$ cat src/rtl/dhcp_option_tlv_parser_top_macros.svh
// Assertion macros for the options parser.
`ifndef DHCP_OPTION_TLV_PARSER_TOP_MACROS_SVH
`define DHCP_OPTION_TLV_PARSER_TOP_MACROS_SVH

`ifndef NO_ASSERTIONS

// Same-cycle implication, checked at every rising clock edge outside reset.
`define DTP_ASSERT_IMP(lbl, clk, rst_n, ante, cons) \
	lbl: assert property (@(posedge clk) disable iff (!rst_n) (ante) |-> (cons)) \
		else $error("implication check failed");

// Next-cycle implication, checked at every rising clock edge outside reset.
`define DTP_ASSERT_NXT(lbl, clk, rst_n, ante, cons) \
	lbl: assert property (@(posedge clk) disable iff (!rst_n) (ante) |=> (cons)) \
		else $error("next-cycle check failed");

`else

`define DTP_ASSERT_IMP(lbl, clk, rst_n, ante, cons)
`define DTP_ASSERT_NXT(lbl, clk, rst_n, ante, cons)

`endif

`endif

$ cat src/rtl/dhcp_tlv_pkg.sv
package dhcp_tlv_pkg;

	// Option codes with a meaning of their own.
	localparam logic [7:0] PAD_CODE  = 8'd0;
	localparam logic [7:0] END_CODE  = 8'hff;
	localparam logic [7:0] TYPE_CODE = 8'd53;
	localparam logic [7:0] ADDR_CODE = 8'd50;

	// Values of the message type option that are recognized.
	localparam logic [7:0] TYPE_DISCOVER = 8'd1;
	localparam logic [7:0] TYPE_OFFER    = 8'd2;
	localparam logic [7:0] TYPE_REQUEST  = 8'd3;
	localparam logic [7:0] TYPE_ACK      = 8'd5;

	// Number of option codes that the seen map covers.
	localparam int CODE_SPACE = 256;

	// Number of leading value bytes of the address option that are kept.
	localparam logic [2:0] ADDR_BYTES = 3'd4;

	localparam int S_TDATA_W = 8;
	localparam int M_TDATA_W = 56;

	typedef enum logic [2:0] {
		CLASS_VENDOR   = 3'd0,
		CLASS_DISCOVER = 3'd1,
		CLASS_OFFER    = 3'd2,
		CLASS_REQUEST  = 3'd3,
		CLASS_ACK      = 3'd4,
		CLASS_UNKNOWN  = 3'd5
	} msg_class_t;

	function automatic msg_class_t classify(input logic [7:0] t);
		msg_class_t c;
		unique case (t)
			TYPE_DISCOVER: c = CLASS_DISCOVER;
			TYPE_OFFER:    c = CLASS_OFFER;
			TYPE_REQUEST:  c = CLASS_REQUEST;
			TYPE_ACK:      c = CLASS_ACK;
			default:       c = CLASS_UNKNOWN;
		endcase
		return c;
	endfunction

endpackage

$ cat src/rtl/dhcp_option_tlv_parser_top.sv
// Options-area parser for DHCP and vendor-specific option lists.
// The slave channel takes one byte of the options area per transaction on s_tdata;
// s_tuser marks the first byte of a new packet, which clears the per-packet state
// (seen-code map, count, message type and requested address) before it is parsed.
// Pad codes are skipped, and each option's code, length and value bytes are walked.
// When the end code arrives in code position, one transaction leaves on the master
// channel with the message class, distinct option count, raw type byte, and the
// requested address with its valid flag. Bytes after the end code give nothing
// until the next start marker. Every other byte gives no output transaction.
// Throughput is one byte per cycle unless the receiver stalls: the byte sits in an
// input register, and one short pass of phase logic plus a single seen-map lookup
// updates the state and the result register. An accepted end code passes through
// the input register, then the result register, before it shows on m_tvalid.
// When the receiver stalls with a result waiting, the input register still takes
// a byte, then s_tready drops until the result is taken; no byte is lost.
// Reset (arst_n low) clears the parse state and empties both registers, so a
// stream that starts without a start marker is parsed from cleared state.
`include "dhcp_option_tlv_parser_top_macros.svh"

module dhcp_option_tlv_parser_top (
	input  logic                               clk,
	input  logic                               arst_n,
	input  logic                               s_tvalid,
	output logic                               s_tready,
	input  logic [dhcp_tlv_pkg::S_TDATA_W-1:0] s_tdata,   // [7:0] data_byte
	input  logic [0:0]                         s_tuser,   // [0] start_of_options
	output logic                               m_tvalid,
	input  logic                               m_tready,
	// [2:0] message_class, [10:3] distinct_options, [18:11] dhcp_type_byte,
	// [19] address_valid, [51:20] requested_address, [55:52] zero
	output logic [dhcp_tlv_pkg::M_TDATA_W-1:0] m_tdata
);
	import dhcp_tlv_pkg::*;

	typedef enum logic [1:0] {
		PH_CODE = 2'd0,
		PH_LEN  = 2'd1,
		PH_VAL  = 2'd2,
		PH_DONE = 2'd3
	} phase_t;

	// Input register.
	logic       in_valid_s1;
	logic [7:0] byte_s1;
	logic       start_s1;

	// Parse state.
	phase_t                phase_q;
	logic [7:0]            code_q;
	logic [7:0]            left_q;
	logic [2:0]            offset_q;
	logic [CODE_SPACE-1:0] seen_q;
	logic [7:0]            count_q;
	logic                  type_p_q;
	logic [7:0]            type_v_q;
	logic                  addr_p_q;
	logic [31:0]           addr_v_q;

	// Result register.
	logic                 out_valid_q;
	logic [M_TDATA_W-1:0] out_data_q;

	// The input register advances whenever the result register is free or drains.
	logic advance;
	logic process;

	// State as seen by the byte in the input register (cleared on a start marker).
	phase_t                ph_e;
	logic [7:0]            code_e;
	logic [7:0]            left_e;
	logic [2:0]            offset_e;
	logic [CODE_SPACE-1:0] seen_e;
	logic [7:0]            count_e;
	logic                  type_p_e;
	logic [7:0]            type_v_e;
	logic                  addr_p_e;
	logic [31:0]           addr_v_e;

	// Next state.
	phase_t                ph_n;
	logic [7:0]            code_n;
	logic [7:0]            left_n;
	logic [2:0]            offset_n;
	logic [CODE_SPACE-1:0] seen_n;
	logic [7:0]            count_n;
	logic                  type_p_n;
	logic [7:0]            type_v_n;
	logic                  addr_p_n;
	logic [31:0]           addr_v_n;

	logic                 emit;
	logic [M_TDATA_W-1:0] result;
	logic                 req_or_ack;
	logic                 av;
	msg_class_t           cls;
	logic [7:0]           left_dec;

	assign advance  = !out_valid_q || m_tready;
	assign process  = in_valid_s1 && advance;
	assign s_tready = !in_valid_s1 || advance;
	assign m_tvalid = out_valid_q;
	assign m_tdata  = out_data_q;

	always_comb begin
		if (start_s1) begin
			ph_e     = PH_CODE;
			code_e   = '0;
			left_e   = '0;
			offset_e = '0;
			seen_e   = '0;
			count_e  = '0;
			type_p_e = 1'b0;
			type_v_e = '0;
			addr_p_e = 1'b0;
			addr_v_e = '0;
		end else begin
			ph_e     = phase_q;
			code_e   = code_q;
			left_e   = left_q;
			offset_e = offset_q;
			seen_e   = seen_q;
			count_e  = count_q;
			type_p_e = type_p_q;
			type_v_e = type_v_q;
			addr_p_e = addr_p_q;
			addr_v_e = addr_v_q;
		end
	end

	// Result fields from the state at the end code.
	always_comb begin
		req_or_ack = type_p_e && (type_v_e == TYPE_REQUEST || type_v_e == TYPE_ACK);
		av         = req_or_ack && addr_p_e;
		cls        = type_p_e ? classify(type_v_e) : CLASS_VENDOR;
		result     = '0;
		result[2:0]   = cls;
		result[10:3]  = count_e;
		result[18:11] = type_p_e ? type_v_e : 8'd0;
		result[19]    = av;
		result[51:20] = av ? addr_v_e : 32'd0;
	end

	assign left_dec = left_e - 8'd1;

	always_comb begin
		ph_n     = ph_e;
		code_n   = code_e;
		left_n   = left_e;
		offset_n = offset_e;
		seen_n   = seen_e;
		count_n  = count_e;
		type_p_n = type_p_e;
		type_v_n = type_v_e;
		addr_p_n = addr_p_e;
		addr_v_n = addr_v_e;
		emit     = 1'b0;
		unique case (ph_e)
			PH_CODE: begin
				if (byte_s1 == END_CODE) begin
					emit = 1'b1;
					ph_n = PH_DONE;
				end else if (byte_s1 != PAD_CODE) begin
					if (!seen_e[byte_s1]) begin
						seen_n[byte_s1] = 1'b1;
						count_n         = count_e + 8'd1;
					end
					code_n = byte_s1;
					if (byte_s1 == TYPE_CODE) begin
						type_p_n = 1'b1;
						type_v_n = '0;
					end else if (byte_s1 == ADDR_CODE) begin
						addr_p_n = 1'b1;
						addr_v_n = '0;
					end
					ph_n = PH_LEN;
				end
			end
			PH_LEN: begin
				left_n   = byte_s1;
				offset_n = '0;
				ph_n     = (byte_s1 == 8'd0) ? PH_CODE : PH_VAL;
			end
			PH_VAL: begin
				if (code_e == TYPE_CODE && offset_e == 3'd0) begin
					type_v_n = byte_s1;
				end else if (code_e == ADDR_CODE && offset_e < ADDR_BYTES) begin
					// First value byte lands in the most significant lane.
					unique case (offset_e[1:0])
						2'd0:    addr_v_n[31:24] = byte_s1;
						2'd1:    addr_v_n[23:16] = byte_s1;
						2'd2:    addr_v_n[15:8]  = byte_s1;
						default: addr_v_n[7:0]   = byte_s1;
					endcase
				end
				// Only the first four offsets matter, so the counter stops there.
				if (offset_e < ADDR_BYTES) begin
					offset_n = offset_e + 3'd1;
				end
				left_n = left_dec;
				if (left_dec == 8'd0) begin
					ph_n = PH_CODE;
				end
			end
			default: begin
				// After the end code, bytes are dropped until a start marker.
			end
		endcase
	end

	always_ff @(posedge clk or negedge arst_n) begin
		if (!arst_n) begin
			in_valid_s1 <= 1'b0;
			byte_s1     <= '0;
			start_s1    <= 1'b0;
			phase_q     <= PH_CODE;
			code_q      <= '0;
			left_q      <= '0;
			offset_q    <= '0;
			seen_q      <= '0;
			count_q     <= '0;
			type_p_q    <= 1'b0;
			type_v_q    <= '0;
			addr_p_q    <= 1'b0;
			addr_v_q    <= '0;
			out_valid_q <= 1'b0;
			out_data_q  <= '0;
		end else begin
			if (s_tvalid && s_tready) begin
				in_valid_s1 <= 1'b1;
				byte_s1     <= s_tdata;
				start_s1    <= s_tuser[0];
			end else if (process) begin
				in_valid_s1 <= 1'b0;
			end
			if (process) begin
				phase_q  <= ph_n;
				code_q   <= code_n;
				left_q   <= left_n;
				offset_q <= offset_n;
				seen_q   <= seen_n;
				count_q  <= count_n;
				type_p_q <= type_p_n;
				type_v_q <= type_v_n;
				addr_p_q <= addr_p_n;
				addr_v_q <= addr_v_n;
			end
			if (process && emit) begin
				out_valid_q <= 1'b1;
				out_data_q  <= result;
			end else if (m_tready) begin
				out_valid_q <= 1'b0;
			end
		end
	end

	// An address is only flagged for a request or an acknowledge.
	`DTP_ASSERT_IMP(a_addr_class, clk, arst_n,
		m_tvalid && m_tdata[19],
		m_tdata[2:0] == CLASS_REQUEST || m_tdata[2:0] == CLASS_ACK)

	// A result always leaves the parser in the done phase.
	`DTP_ASSERT_NXT(a_done_after_emit, clk, arst_n, process && emit, phase_q == PH_DONE)

	// The distinct-option count tracks the seen map.
	`DTP_ASSERT_IMP(a_count_map, clk, arst_n, 1'b1,
		32'(count_q) == 32'($countones(seen_q)))

	// With no result waiting the input side never stalls.
	`DTP_ASSERT_IMP(a_ready_when_empty, clk, arst_n, !m_tvalid, s_tready)

endmodule

$ cat config.mk
export PLATFORM = sky130hd
export DESIGN_NAME = dhcp_option_tlv_parser_top
export DESIGN_NICKNAME = d
export VERILOG_FILES = /design/src/rtl/dhcp_tlv_pkg.sv /design/src/rtl/dhcp_option_tlv_parser_top.sv
export VERILOG_INCLUDE_DIRS = /design/src /design/src/rtl
export SDC_FILE = /design/constraint.sdc
export NUM_CORES = 1
export LEC_CHECK = 0
export BUFFER_PORTS_ARGS = -buffer_cell sky130_fd_sc_hd__buf_2
export CAP_MARGIN = 10
export CORE_MARGIN = 10
export CORE_UTILIZATION = 50
export DETAILED_ROUTE_END_ITERATION = 7
export HOLD_SLACK_MARGIN = 0.03
export PLACE_DENSITY = 0.71
export SETUP_SLACK_MARGIN = 0.5
export SLEW_MARGIN = 25
export SYNTH_ARGS = -nofsm -noshare
export SYNTH_HDL_FRONTEND = slang
export SYNTH_SLANG_ARGS = --single-unit
$ cat constraint.sdc
create_clock -name clk -period 4 [get_ports clk]
set_input_delay 0.6 -clock clk [delete_from_list [all_inputs] [get_ports clk]]
set_output_delay 0.6 -clock clk [all_outputs]
set_load 0.02 [all_outputs]
==> qor.log <==
[setup_path] type of element capturing the critical path register
[yosys] gate count after technology mapping 1662
[setup_path] reg-to-reg startpoint start_s1
[clock_tree] number of buffers created by CTS 42
[placement] number of buffers added on ports 66
[yosys] async set-reset flop share out of synthesis 1.000
[floorplan] die area 0.04318 mm²
[sta] setup repair after global routing missed its margin false
[setup_path] Setup crit start kind register
[yosys] share of synthesized area occupied by flip-flops and latches 0.5534
[clock_tree] maximum root-to-sink buffer count 3
[yosys] most instantiated library cell after synthesis sky130_fd_sc_hd__dfrtp_1
[floorplan] starting density of the core 0.5080
[min_path] Hold Crit Start s_tvalid
[global_routing] antenna violations before repair 0
[yosys] cell taking the most area after synthesis sky130_fd_sc_hd__dfrtp_1
[route] count of routing violations after the opening detailed-route iteration 1548
[sta] final setup violating endpoints 0
[clock_tree] clock input transition at the sequential cells of the worst setup and hold paths 0.06 ns
[yosys] top flip-flop cell by instance count after synthesis sky130_fd_sc_hd__dfrtp_1
[yosys] area share of the leading cell type in the synthesized netlist 0.5534
[layout] net total in the final layout 1749
[placement] final weighted congestion in routability-driven placement 0.9502
[setup_path] Worst Setup SP start_s1
[sta] setup ws final 0.6469 ns
[setup_path] number of cell instances on the worst register-to-register path 11
[route] DR DRC count 0
[placement] dpl hpwl 33.30 mm
[sta] maximum operating frequency 298.2 MHz
[route] via count 13880
[setup_path] cell breakdown of the critical path or2_2, buf_4, o211ai_1, nand4_1, o31a_1, a2bb2oi_1, nand3_4, buf_12, nand3_1, buf_4, o21ai_0
[sta] Tmin final 3.353 ns
[sta] worst setup skew after layout 0.02258 ns
[clock_tree] htree depth 2
[pwr] VDD IR max 0.3623 mV
[floorplan] Std-Cell Rows 68
[floorplan] floorplan core area 0.03471 mm²
[sta] worst rel slew slack 0.4124
[yosys] number of register bits inferred by synthesis 390
[yosys] most used standard cells in the synthesized netlist sky130_fd_sc_hd__dfrtp_1, sky130_fd_sc_hd__nand2_1, sky130_fd_sc_hd__o21ai_0, sky130_fd_sc_hd__clkbuf_1, sky130_fd_sc_hd__a22o_1
[layout] antenna diode count 0
[min_path] worst hold stages 2
[route] total detailed-routing wirelength 51.00 mm
[setup_path] worst setup path category reg -> reg
[clock_tree] Worst-Skew Late Latency 0.54 ns
[route] post-detailed-route count of antenna-violating nets 0
[global_routing] largest net degree at the start of global routing 118
[yosys] synth unique cells 73
[sta] Slew Viols, Final 0
[sta] post-route fraction of the period consumed by the critical path 0.8383
[min_path] worst hold-check path type in -> reg
[pwr] Lkg Pwr 9.106 nW
[route] vias per cell 6.282
[placement] setup slack at placement 0.3535 ns
[pwr] pwr dens 473.8 mW/mm²
[layout] total of fill cells in the finished design 2891
[sta] final sum of negative setup slack 0 ns
[setup_path] cell repeated most along the worst path sky130_fd_sc_hd__buf_4
[clock_tree] clock root cell sky130_fd_sc_hd__clkbuf_16
[pwr] Total Power Consumption 9.581 mW
[layout] fraction of the core area covered by cells at the end of the flow 0.5826
[global_routing] number of global-route vias before repair 13750
[yosys] top cells by area, synth sky130_fd_sc_hd__dfrtp_1, sky130_fd_sc_hd__nand2_1, sky130_fd_sc_hd__o21ai_0, sky130_fd_sc_hd__mux4_2, sky130_fd_sc_hd__a22o_1
[flow_run] Max-cap violations 0
[layout] synth-to-layout area growth 14.68%
[yosys] Cell Area, Synth 0.01763 mm²
[floorplan] floorplan die height 207.8 µm
[layout] proportion of layout cells with a drive suffix above 1 0.1722
[yosys] EDFF count, synth 0
[setup_path] Crit Path Max Fanout 21
[floorplan] width of the die 207.8 µm
[sta] count of endpoints failing hold in the final timing report 0
[clock_tree] number of sinks on the clock net 390
[floorplan] total I/O pin count 71
[setup_path] largest incremental delay on the critical path 0.53 ns
[setup_path] arrival time of data at the critical path endpoint 3.76 ns
[global_routing] wire length of the first global-routing pass 80.62 mm
[yosys] Post-Syn Area per Cell 10.61 µm²
[global_routing] GRT overflow 0
[route] number of optimization iterations in the first detailed-route pass 6
[global_routing] gr usage total 0.2317
[yosys] yosys warns 0
[run_status] run status complete, no violations
[sta] Worst Tran Pin Value 0.8793 ns
[route] wire per inst 23.09 µm
[setup_path] Worst EP required 4.41 ns
[clock_tree] clock tree from TritonCTS built
[setup_path] Crit-path slowest cell sky130_fd_sc_hd__or2_2
-- layout make-up --
class	instances	area [µm²]	area share
clock inverters	14	214.0	0.01058
inverters	10	41.29	0.002042
repair buffers	141	1096	0.05420
flip-flops and latches	390	9764	0.4828
multi-input cells	1139	7308	0.3614
well taps	455	569.3	0.02815
clock buffers	60	1230	0.06082
-- per-layer routing --
layer	GRT usage	vias to the layer above	share of wire
met1	0.3078	6966	0.41
li1	-	6092	-
met3	0.05566	149	0.091
met2	0.3574	671	0.46
met5	0.006881	-	0
met4	0.09514	0	0.042
-- power by group --
part / switching [mW] / total [mW] / leakage, nW / internal [mW]
clock: 1.59 / 4.05 / 0.700 / 2.46
combinational: 0.933 / 1.37 / 3.01 / 0.432
sequential: 0.114 / 4.17 / 5.40 / 4.05
-- through the flow --
stage / hold slack [ns] / instance area (µm²) / instances
after floorplan: 0.3044 / 17650 / 1665
after global placement: 0.4548 / 18630 / 2126
after detailed placement: 0.4600 / 18630 / 2126
after CTS: 0.2019 / 20140 / 2204
after global routing: 0.2900 / 20220 / 2209
final: 0.2719 / 20220 / 2209
-- state kept, by name, summed over array words and instances (netlist names), 2 cells and up --
signal,count
code_q,8
seen_q,256
addr_v_q,32
left_q,8
m_tdata,52
offset_q,3
phase_q,2
byte_s1,8
type_v_q,8
count_q,8
-- cell usage in the layout, fill, tap and decap left out, drive strengths merged, types with 4 or more instances in the layout --
| cell | Yosys | routed |
|---|---|---|
| a21o | 10 | 10 |
| a21oi | 18 | 18 |
| a221oi | 4 | 4 |
| a22o | 82 | 82 |
| a22oi | 4 | 4 |
| and2 | 12 | 12 |
| and3 | 6 | 6 |
| buf | 41 | 140 |
| bufinv | 0 | 5 |
| clkbuf | 85 | 60 |
| clkinv | 0 | 4 |
| clkinvlp | 0 | 4 |
| conb | 1 | 4 |
| dfrtp | 390 | 390 |
| ha | 12 | 12 |
| inv | 10 | 11 |
| mux2 | 17 | 17 |
| mux2i | 48 | 48 |
| mux4 | 40 | 40 |
| nand2 | 373 | 373 |
| nand2b | 4 | 4 |
| nand3 | 42 | 42 |
| nand4 | 15 | 15 |
| nor2 | 34 | 34 |
| nor2b | 11 | 11 |
| nor3 | 9 | 9 |
| nor4 | 4 | 4 |
| o211ai | 5 | 5 |
| o21ai | 260 | 260 |
| o221ai | 8 | 8 |
| o22ai | 13 | 13 |
| o31ai | 48 | 48 |
| or2 | 4 | 4 |
| or4 | 4 | 4 |
| xor2 | 5 | 5 |
-- final timing paths --
| kind | slack, ns | endpoint |
|---|---|---|
| setup / recovery | 0.65 | seen_q[34] |
| hold / removal | 0.27 | in_valid_s1 |
| setup reg to reg | 0.65 | seen_q[34] |
| hold reg to reg | 0.47 | m_tdata[19] |
| max in group asynchronous | 2.35 | seen_q[225] |
| min in group asynchronous | 0.51 | count_q[5] |
-- critical path, delay by kind of cell (launching register included) --
kind	cells	cell delay, ns
AOI/OAI and AO/OA	4	0.97
buffers and inverters	3	0.73
DFF	1	0.50
and+or+nand+nor	4	0.99
-- cells by family after synthesis --
kind of cell / share of synthesized area
other: 0.0002127
AND/OR/NAND/NOR: 0.1339
adder cells (fa/ha/maj): 0.008514
buffers and inverters: 0.03491
AO/OA/AOI/OAI: 0.1759
XOR/XNOR: 0.003973
multiplexers: 0.08919
flip-flops: 0.5534
-- what timing repair did --
action / in CTS / in global routing
hold endpoints to repair: 0 / 26
buffers inserted: 4 / 3
hold buffers: 0 / 1
setup endpoints to repair: 111 / 102
gates resized for setup: 1 / 7
No activity file was read; power rests on OpenSTA's default activity.
